File: config.mk
export PLATFORM = sky130hd
export DESIGN_NAME = pulse_distance_ir_transmitter
export DESIGN_NICKNAME = d
export VERILOG_FILES = /design/src/rtl/pdit_pkg.sv /design/src/rtl/pdit_front.sv /design/src/rtl/pdit_queue.sv /design/src/rtl/pdit_back.sv /design/src/rtl/pulse_distance_ir_transmitter.sv
export SDC_FILE = /design/constraint.sdc
export NUM_CORES = 1
export LEC_CHECK = 0
export BUFFER_PORTS_ARGS = -buffer_cell sky130_fd_sc_hd__buf_2
export CORE_MARGIN = 2
export CORE_UTILIZATION = 69
export CTS_BUF_LIST = sky130_fd_sc_hd__clkbuf_4 sky130_fd_sc_hd__clkbuf_8
export CTS_CLUSTER_DIAMETER = 120
export CTS_CLUSTER_SIZE = 12
export DETAILED_ROUTE_END_ITERATION = 6
export GPL_ROUTABILITY_DRIVEN = 0
export GPL_TIMING_DRIVEN = 0
export PLACE_DENSITY = 0.86
export REMOVE_ABC_BUFFERS = 1
export SYNTH_ARGS = -nofsm -noshare
export SYNTH_HDL_FRONTEND = slang
export SYNTH_SLANG_ARGS = --single-unit
File: constraint.sdc
create_clock -name clk -period 8.2 [get_ports clk]
set_input_delay 0.82 -clock clk [delete_from_list [all_inputs] [get_ports clk]]
set_output_delay 0.82 -clock clk [all_outputs]
set_load 0.02 [all_outputs]
File: src/rtl/pdit_pkg.sv
// Shared types and constants for the pulse-distance IR transmitter.
package pdit_pkg;

    localparam int unsigned TICK_W      = 16;
    localparam int unsigned QUEUE_DEPTH = 2;
    localparam int unsigned QPTR_W      = $clog2(QUEUE_DEPTH);
    localparam int unsigned QCNT_W      = $clog2(QUEUE_DEPTH + 1);

    // Input kind codes
    localparam logic [1:0] KIND_TICK = 2'd0;
    localparam logic [1:0] KIND_SEND = 2'd1;
    localparam logic [1:0] KIND_END  = 2'd2;

    // Register indexes
    localparam logic [1:0] REG_ZERO_GAP = 2'd0;
    localparam logic [1:0] REG_ONE_GAP  = 2'd1;
    localparam logic [1:0] REG_END_GAP  = 2'd2;
    localparam logic [1:0] REG_PULSE    = 2'd3;

    localparam logic [TICK_W-1:0] ZERO_GAP_RST = 16'd100;
    localparam logic [TICK_W-1:0] ONE_GAP_RST  = 16'd200;
    localparam logic [TICK_W-1:0] END_GAP_RST  = 16'd400;
    localparam logic [TICK_W-1:0] PULSE_RST    = 16'd20;

    typedef struct packed {
        logic [1:0] kind;
        logic [7:0] data_byte;
    } in_item_t;

    typedef struct packed {
        logic led_out;
        logic busy_res;
        logic rejected;
    } out_item_t;

    typedef enum logic [1:0] {
        OP_TICK,
        OP_SEND,
        OP_END,
        OP_NOP
    } op_t;

    // Classified command, byte already normalized to MSB-aligned
    typedef struct packed {
        op_t        op;
        logic [7:0] shift_bits;
        logic [3:0] bits_left;
    } cmd_t;

    typedef struct packed {
        logic [TICK_W-1:0] zero_gap_ticks;
        logic [TICK_W-1:0] one_gap_ticks;
        logic [TICK_W-1:0] end_gap_ticks;
        logic [TICK_W-1:0] pulse_ticks;
    } cfg_t;

endpackage

File: src/rtl/pdit_front.sv
// Front end: decodes the input kind and strips leading zeros from a data byte.
module pdit_front
    import pdit_pkg::*;
(
    input  logic     in_valid,
    output logic     in_ready,
    input  in_item_t in_data,
    input  logic     q_full,
    output logic     push,
    output cmd_t     push_cmd
);

    logic [2:0] msb_pos;
    logic       any_one;

    // highest set bit of the byte
    always_comb
    begin
        msb_pos = 3'd0;
        any_one = 1'b0;
        for (int i = 0; i < 8; i++)
        begin
            if (in_data.data_byte[i])
            begin
                msb_pos = 3'(i);
                any_one = 1'b1;
            end
        end
    end

    assign in_ready = !q_full;
    assign push     = in_valid && !q_full;

    always_comb
    begin
        push_cmd.shift_bits = 8'd0;
        push_cmd.bits_left  = 4'd0;
        case (in_data.kind)
            KIND_TICK: push_cmd.op = OP_TICK;
            KIND_SEND:
            begin
                push_cmd.op = OP_SEND;
                if (any_one)
                begin
                    push_cmd.shift_bits = in_data.data_byte << (3'd7 - msb_pos);
                    push_cmd.bits_left  = {1'b0, msb_pos} + 4'd1;
                end
                else
                begin
                    push_cmd.bits_left = 4'd1;   // zero byte sends one 0 bit
                end
            end
            KIND_END:  push_cmd.op = OP_END;
            default:   push_cmd.op = OP_NOP;
        endcase
    end

endmodule

File: src/rtl/pdit_queue.sv
// Two-entry command queue between front end and back end.
module pdit_queue
    import pdit_pkg::*;
(
    input  logic clk,
    input  logic rst_n,
    input  logic push,
    input  cmd_t push_cmd,
    output logic full,
    output logic q_valid,
    output cmd_t q_cmd,
    input  logic pop
);

    cmd_t              entry_reg [QUEUE_DEPTH];
    logic [QPTR_W-1:0] wr_ptr_reg, wr_ptr_next;
    logic [QPTR_W-1:0] rd_ptr_reg, rd_ptr_next;
    logic [QCNT_W-1:0] count_reg, count_next;
    logic              do_pop;

    assign full    = (count_reg == QCNT_W'(QUEUE_DEPTH));
    assign q_valid = (count_reg != '0);
    assign q_cmd   = entry_reg[rd_ptr_reg];
    assign do_pop  = pop && q_valid;

    always_comb
    begin
        wr_ptr_next = wr_ptr_reg;
        rd_ptr_next = rd_ptr_reg;
        if (push)
            wr_ptr_next = (wr_ptr_reg == QPTR_W'(QUEUE_DEPTH - 1)) ? '0 : wr_ptr_reg + 1'b1;
        if (do_pop)
            rd_ptr_next = (rd_ptr_reg == QPTR_W'(QUEUE_DEPTH - 1)) ? '0 : rd_ptr_reg + 1'b1;
        count_next = count_reg + QCNT_W'(push) - QCNT_W'(do_pop);
    end

    always_ff @(posedge clk or negedge rst_n)
    begin
        if (!rst_n)
        begin
            wr_ptr_reg <= '0;
            rd_ptr_reg <= '0;
            count_reg  <= '0;
        end
        else
        begin
            wr_ptr_reg <= wr_ptr_next;
            rd_ptr_reg <= rd_ptr_next;
            count_reg  <= count_next;
        end
    end

    always_ff @(posedge clk)
    begin
        if (push)
            entry_reg[wr_ptr_reg] <= push_cmd;
    end

`ifndef SYNTHESIS
    a_count_bound: assert property (@(posedge clk) disable iff (!rst_n)
        count_reg <= QCNT_W'(QUEUE_DEPTH))
        else $error("queue count exceeds depth");

    a_no_push_full: assert property (@(posedge clk) disable iff (!rst_n)
        full |-> !push)
        else $error("push into full queue");
`endif

endmodule

File: src/rtl/pdit_back.sv
// Back end: gap/pulse sequencer and registered result beat.
module pdit_back
    import pdit_pkg::*;
(
    input  logic      clk,
    input  logic      rst_n,
    input  cfg_t      cfg,
    input  logic      q_valid,
    input  cmd_t      q_cmd,
    output logic      pop,
    output logic      out_valid,
    input  logic      out_ready,
    output out_item_t out_data
);

    typedef enum logic [1:0] {
        PH_IDLE,
        PH_GAP,
        PH_PULSE,
        PH_SPARE
    } phase_t;

    phase_t            phase_reg, phase_next;
    logic [7:0]        shift_reg, shift_next;
    logic [3:0]        bits_left_reg, bits_left_next;
    logic [TICK_W-1:0] timer_reg, timer_next;
    logic              end_reg, end_next;
    logic              out_valid_reg, out_valid_next;
    out_item_t         out_data_reg, out_data_next;
    logic              busy;
    logic              rej;
    logic              expired;

    assign pop     = q_valid && (!out_valid_reg || out_ready);
    assign busy    = (phase_reg == PH_GAP) || (phase_reg == PH_PULSE);
    assign expired = (timer_reg <= TICK_W'(1));

    always_comb
    begin
        phase_next     = phase_reg;
        shift_next     = shift_reg;
        bits_left_next = bits_left_reg;
        timer_next     = timer_reg;
        end_next       = end_reg;
        rej            = 1'b0;

        if (pop)
        begin
            case (q_cmd.op)
                OP_TICK:
                begin
                    if (busy)
                    begin
                        timer_next = expired ? '0 : timer_reg - 1'b1;
                        if (expired)
                        begin
                            if (phase_reg == PH_GAP)
                            begin
                                phase_next = PH_PULSE;
                                timer_next = cfg.pulse_ticks;
                                if (!end_reg)
                                begin
                                    shift_next = {shift_reg[6:0], 1'b0};
                                    if (bits_left_reg != '0)
                                        bits_left_next = bits_left_reg - 1'b1;
                                end
                            end
                            else if (!end_reg && bits_left_reg != '0)
                            begin
                                phase_next = PH_GAP;
                                timer_next = shift_reg[7] ? cfg.one_gap_ticks
                                                          : cfg.zero_gap_ticks;
                            end
                            else
                            begin
                                phase_next     = PH_IDLE;
                                timer_next     = '0;
                                end_next       = 1'b0;
                                bits_left_next = '0;
                                shift_next     = '0;
                            end
                        end
                    end
                end
                OP_SEND:
                begin
                    if (busy)
                        rej = 1'b1;
                    else
                    begin
                        shift_next     = q_cmd.shift_bits;
                        bits_left_next = q_cmd.bits_left;
                        end_next       = 1'b0;
                        phase_next     = PH_GAP;
                        timer_next     = q_cmd.shift_bits[7] ? cfg.one_gap_ticks
                                                             : cfg.zero_gap_ticks;
                    end
                end
                OP_END:
                begin
                    if (busy)
                        rej = 1'b1;
                    else
                    begin
                        shift_next     = '0;
                        bits_left_next = '0;
                        end_next       = 1'b1;
                        phase_next     = PH_GAP;
                        timer_next     = cfg.end_gap_ticks;
                    end
                end
                default: ;
            endcase
        end

        out_data_next.led_out  = (phase_next == PH_PULSE);
        out_data_next.busy_res = (phase_next == PH_GAP) || (phase_next == PH_PULSE);
        out_data_next.rejected = rej;

        if (pop)
            out_valid_next = 1'b1;
        else if (out_ready)
            out_valid_next = 1'b0;
        else
            out_valid_next = out_valid_reg;
    end

    always_ff @(posedge clk or negedge rst_n)
    begin
        if (!rst_n)
        begin
            phase_reg     <= PH_IDLE;
            shift_reg     <= '0;
            bits_left_reg <= '0;
            timer_reg     <= '0;
            end_reg       <= 1'b0;
            out_valid_reg <= 1'b0;
            out_data_reg  <= '0;
        end
        else
        begin
            phase_reg     <= phase_next;
            shift_reg     <= shift_next;
            bits_left_reg <= bits_left_next;
            timer_reg     <= timer_next;
            end_reg       <= end_next;
            out_valid_reg <= out_valid_next;
            if (pop)
                out_data_reg <= out_data_next;
        end
    end

    assign out_valid = out_valid_reg;
    assign out_data  = out_data_reg;

`ifndef SYNTHESIS
    a_led_busy: assert property (@(posedge clk) disable iff (!rst_n)
        out_valid_reg && out_data_reg.led_out |-> out_data_reg.busy_res)
        else $error("LED lit while not busy");

    a_rej_busy: assert property (@(posedge clk) disable iff (!rst_n)
        out_valid_reg && out_data_reg.rejected |-> out_data_reg.busy_res)
        else $error("reject reported while idle");

    a_idle_clear: assert property (@(posedge clk) disable iff (!rst_n)
        phase_reg == PH_IDLE |-> timer_reg == '0 && bits_left_reg == '0 && !end_reg)
        else $error("idle with leftover transfer state");

    a_bits_bound: assert property (@(posedge clk) disable iff (!rst_n)
        bits_left_reg <= 4'd8)
        else $error("bit count out of range");
`endif

endmodule

File: src/rtl/pulse_distance_ir_transmitter.sv
// Top level of the pulse-distance IR transmitter: config registers and wiring.
//
// Pulse-distance IR transmitter. Each input beat is either a tick (one unit of
// time passes), a send-byte command or an end-marker command; every input beat
// produces exactly one result beat carrying the LED level, the busy flag and a
// reject flag for commands that arrive mid-transfer. A byte is sent MSB first
// starting at its highest 1 bit (a zero byte sends a single 0 bit); each bit is
// a gap of zero_gap_ticks or one_gap_ticks followed by pulse_ticks of LED on.
// The end marker is a gap of end_gap_ticks followed by one pulse. The block
// takes one beat per clock sustained while out_ready stays high; a result
// passes the command queue, then the output register. The rate is set by
// the back-end sequencer, which retires one command per cycle unless stalled.
// Gap and pulse lengths are sampled when a gap or pulse starts, so registers
// should be written only while the transmitter is idle. A length of zero acts
// as one tick.
module pulse_distance_ir_transmitter
    import pdit_pkg::*;
(
    input  logic              clk,
    input  logic              rst_n,
    // input beats
    input  logic              in_valid,
    output logic              in_ready,
    input  in_item_t          in_data,
    // result beats
    output logic              out_valid,
    input  logic              out_ready,
    output out_item_t         out_data,
    // configuration writes
    input  logic              cfg_we,
    input  logic [1:0]        cfg_index,
    input  logic [TICK_W-1:0] cfg_data
);

    cfg_t cfg_reg;
    logic q_full;
    logic push;
    cmd_t push_cmd;
    logic q_valid;
    cmd_t q_cmd;
    logic pop;

    // timing registers, written with no handshake
    always_ff @(posedge clk or negedge rst_n)
    begin
        if (!rst_n)
        begin
            cfg_reg.zero_gap_ticks <= ZERO_GAP_RST;
            cfg_reg.one_gap_ticks  <= ONE_GAP_RST;
            cfg_reg.end_gap_ticks  <= END_GAP_RST;
            cfg_reg.pulse_ticks    <= PULSE_RST;
        end
        else if (cfg_we)
        begin
            case (cfg_index)
                REG_ZERO_GAP: cfg_reg.zero_gap_ticks <= cfg_data;
                REG_ONE_GAP:  cfg_reg.one_gap_ticks  <= cfg_data;
                REG_END_GAP:  cfg_reg.end_gap_ticks  <= cfg_data;
                REG_PULSE:    cfg_reg.pulse_ticks    <= cfg_data;
                default: ;
            endcase
        end
    end

    // front end: decode and normalize, no state
    pdit_front u_front (
        .in_valid (in_valid),
        .in_ready (in_ready),
        .in_data  (in_data),
        .q_full   (q_full),
        .push     (push),
        .push_cmd (push_cmd)
    );

    // decouples front and back so each side stalls on its own
    pdit_queue u_queue (
        .clk      (clk),
        .rst_n    (rst_n),
        .push     (push),
        .push_cmd (push_cmd),
        .full     (q_full),
        .q_valid  (q_valid),
        .q_cmd    (q_cmd),
        .pop      (pop)
    );

    // back end: gap/pulse sequencer plus output register
    pdit_back u_back (
        .clk       (clk),
        .rst_n     (rst_n),
        .cfg       (cfg_reg),
        .q_valid   (q_valid),
        .q_cmd     (q_cmd),
        .pop       (pop),
        .out_valid (out_valid),
        .out_ready (out_ready),
        .out_data  (out_data)
    );

endmodule

==> results.toml <==
[logic_synthesis]
ys_seq_area_frac = 0.486
yosys.area_share.xor_xnor = 0.0186
yosys_most_used_dff = "dfrtp_1"
synth-seq-cells = 131
async_reset_ff_frac = 0.786
synthAdderAreaFrac = 0.0266
syn-instance-count = 628
synth_top_area_frac = 0.326
syn-cell-area_um2 = 7060
synth_common_cells = "dfrtp_1 (92), mux2_2 (77), nand2_1 (61)"
ys.warnings.count = 0
synth_area_leaders = "dfrtp_1 (33%), mux2_2 (12%), edfxtp_1 (12%)"
yosys.area_share.simple = 0.103
syn_area_per_cell_um2 = 11.2
synth_compound_area_frac = 0.134
synth_edf_count = 28
synth.most_common_cell = "dfrtp_1"
synth_cell_types = 65
synth_largest_area_cell = "dfrtp_1"
yosys-mux-area-fraction = 0.196
synth_top_family_by_area = "multiplexers"

[drt]
via_per_inst = 6.55
wl_per_cell_um = 19.9
wl_um = 15800
dr.pass1.iters = 5
vias = 5216
drtAntennaViolNets = 0
drc_errors = 0
drt_iter0_drc = 425

[clock_network]
cts_root_buf = "clkbuf_8"
cts_max_path_buffers = 2
cts_resized = 0
cts_hold_buf = 0
cts_buffers = 17
post-cts-setup-buffer-count = 0
clk_latency_ps = 460
cts_tree = "built"
htreeDepth = 4
cts.sinks = 131
clk_pin_slew_ps = 80

[hold_path]
hold_class = "in2async"

[setup_path]
cp_max_fo = 18
cp-end-kind = "register"
r2r_cells = 10
r2r_slack_ps = 4120
r2r_start = "u_queue.rd_ptr_reg$_DFFE_PN0P_"
critical_path_class = "reg2reg"
crit_required_ps = 8500
r2r_end = "u_back.timer_reg[15]$_DFFE_PN0P_"
worstSetupStartpointType = "register"
cp_data_arrival_time_ps = 4390

[cells_and_area]
diodes = 0
fin_nets = 698
syn_to_final_growth_pct = 9.73
layout-drive-gt1-share = 0.268
multiInputGateArea_um2 = 3390
utilization = 0.785
fin_area_um2 = 7750
seqCellArea_um2 = 3430
fill_cells = 605
largest_reg_flops = 64

[timing]
fin_crit_sh = 0.498
hold_violations = 0
slew_viol_final = 0
maxSlewHeadroom = 0.133
fin_worst_skew_ps = 9.18
setup_violations = 0
rsz0062_at_grt = "no"
hold_ws_ps = 434
worst_slew_pin_slew_ps = 1300
max_freq_mhz = 245
setup_tns_ps = 0
fin_crit_ps = 4080

[placed_design]
placed_area_um2 = 7310
dp_hpwl_um = 10300
port_buffers = 37

[pwr]
power_per_cell_area_nw_per_um2 = 342
peakVddDrop_v = 0.000238
leakage_uw = 0.00315
p_total_uw = 2650

[global_routing]
grt_max_degree = 59
antenna_found_initial = 0
grt_usage = 0.304
grt_pass1_wl_um = 26000
grt_overflow_total = 0
first_global_vias = 5260

[floorplan]
die_x_um = 105
num_io_pins = 38
rows = 36
die_h_um = 105
die_area_um2 = 11100
start_util = 0.716
core_area_um2 = 9860

[status]
status = "complete, no violations"

[run]
drv_cap = 0
[power breakdown]
part / leakage (µW) / switching [µW] / internal [µW] / total, µW
clock network: 0.000217 / 253 / 351 / 604
registers: 0.00148 / 186 / 862 / 1050
logic: 0.00146 / 584 / 417 / 1000
[cell type report]
cell class / instances / area share
inverter: 21 / 0.0102
timing repair buffer: 41 / 0.0312
multi-input combinational: 438 / 0.438
sequential: 131 / 0.443
clock inverter: 10 / 0.0203
tap: 133 / 0.0215
clock buffer: 22 / 0.0359
[worst max path at each step]
stage	endpoint	slack, ps	startpoint	depth (start not counted)
6_report	u_back.timer_reg[15]$_DFFE_PN0P_	4120	u_queue.rd_ptr_reg$_DFFE_PN0P_	10
5_1_grt	u_back.timer_reg[15]$_DFFE_PN0P_	3890	u_queue.rd_ptr_reg$_DFFE_PN0P_	10
4_1_cts	u_back.timer_reg[15]$_DFFE_PN0P_	4140	u_queue.rd_ptr_reg$_DFFE_PN0P_	10
3_5_place_dp	u_back.timer_reg[15]$_DFFE_PN0P_	4190	u_queue.rd_ptr_reg$_DFFE_PN0P_	10
3_3_place_gp	u_back.shift_reg[3]$_DFFE_PN0P_	3480	u_queue.rd_ptr_reg$_DFFE_PN0P_	7
2_1_floorplan	u_back.shift_reg[7]$_DFFE_PN0P_	4530	u_queue.rd_ptr_reg$_DFFE_PN0P_	7
[cells by family after synthesis]
kind of cell | after synthesis
adders and majority gates | 15
buffers and inverters | 59
DFF | 131
and+or+nand+nor | 147
AOI/OAI and AO/OA | 134
muxes | 127
xor gates and xnor gates | 15
[stage by stage]
stage	cells	worst slack (ps)
after floorplan	590	4530
after global placement	760	3480
after global routing	796	3890
after CTS	796	4140
after detailed placement	764	4190
final	796	4120
[per-layer routing]
layer / part of all wire / track usage
met3: 0.065 / 0.0911
met4: 0.012 / 0.0990
met1: 0.44 / 0.409
met2: 0.49 / 0.474
met5: 0 / 0
[worst max-delay path, cell delays in order (launching register included)]
cell	delay, ps
dfrtp_1	940
mux2i_1	380
inv_1	100
ha_1	500
or3_4	520
a2111oi_4	560
buf_6	240
buf_6	190
nand2b_1	60
o311ai_0	340
a31oi_1	70
[cell usage in the layout, fill, tap and decap left out, types with 4 or more instances in the layout]
cell,Yosys,routed
a2111oi_0,5,5
a21oi_1,20,20
a31oi_1,6,6
and3_1,4,4
buf_2,7,36
bufinv_16,0,4
clkbuf_4,0,4
clkbuf_8,0,18
dfrtp_1,92,92
dfstp_2,11,11
edfxtp_1,28,28
ha_1,15,14
inv_1,21,21
mux2_2,77,77
mux2i_1,48,48
nand2_1,61,61
nand2b_1,6,6
nand3_1,9,9
nor2_1,22,22
nor2b_1,4,4
nor3_1,14,14
nor4_1,4,4
o2111ai_1,15,15
o211ai_1,4,4
o21ai_0,34,34
o22ai_1,4,4
o31ai_1,17,17
xnor2_1,11,11
xor2_1,4,4
Note: power is estimated with default switching activity, not from simulation.
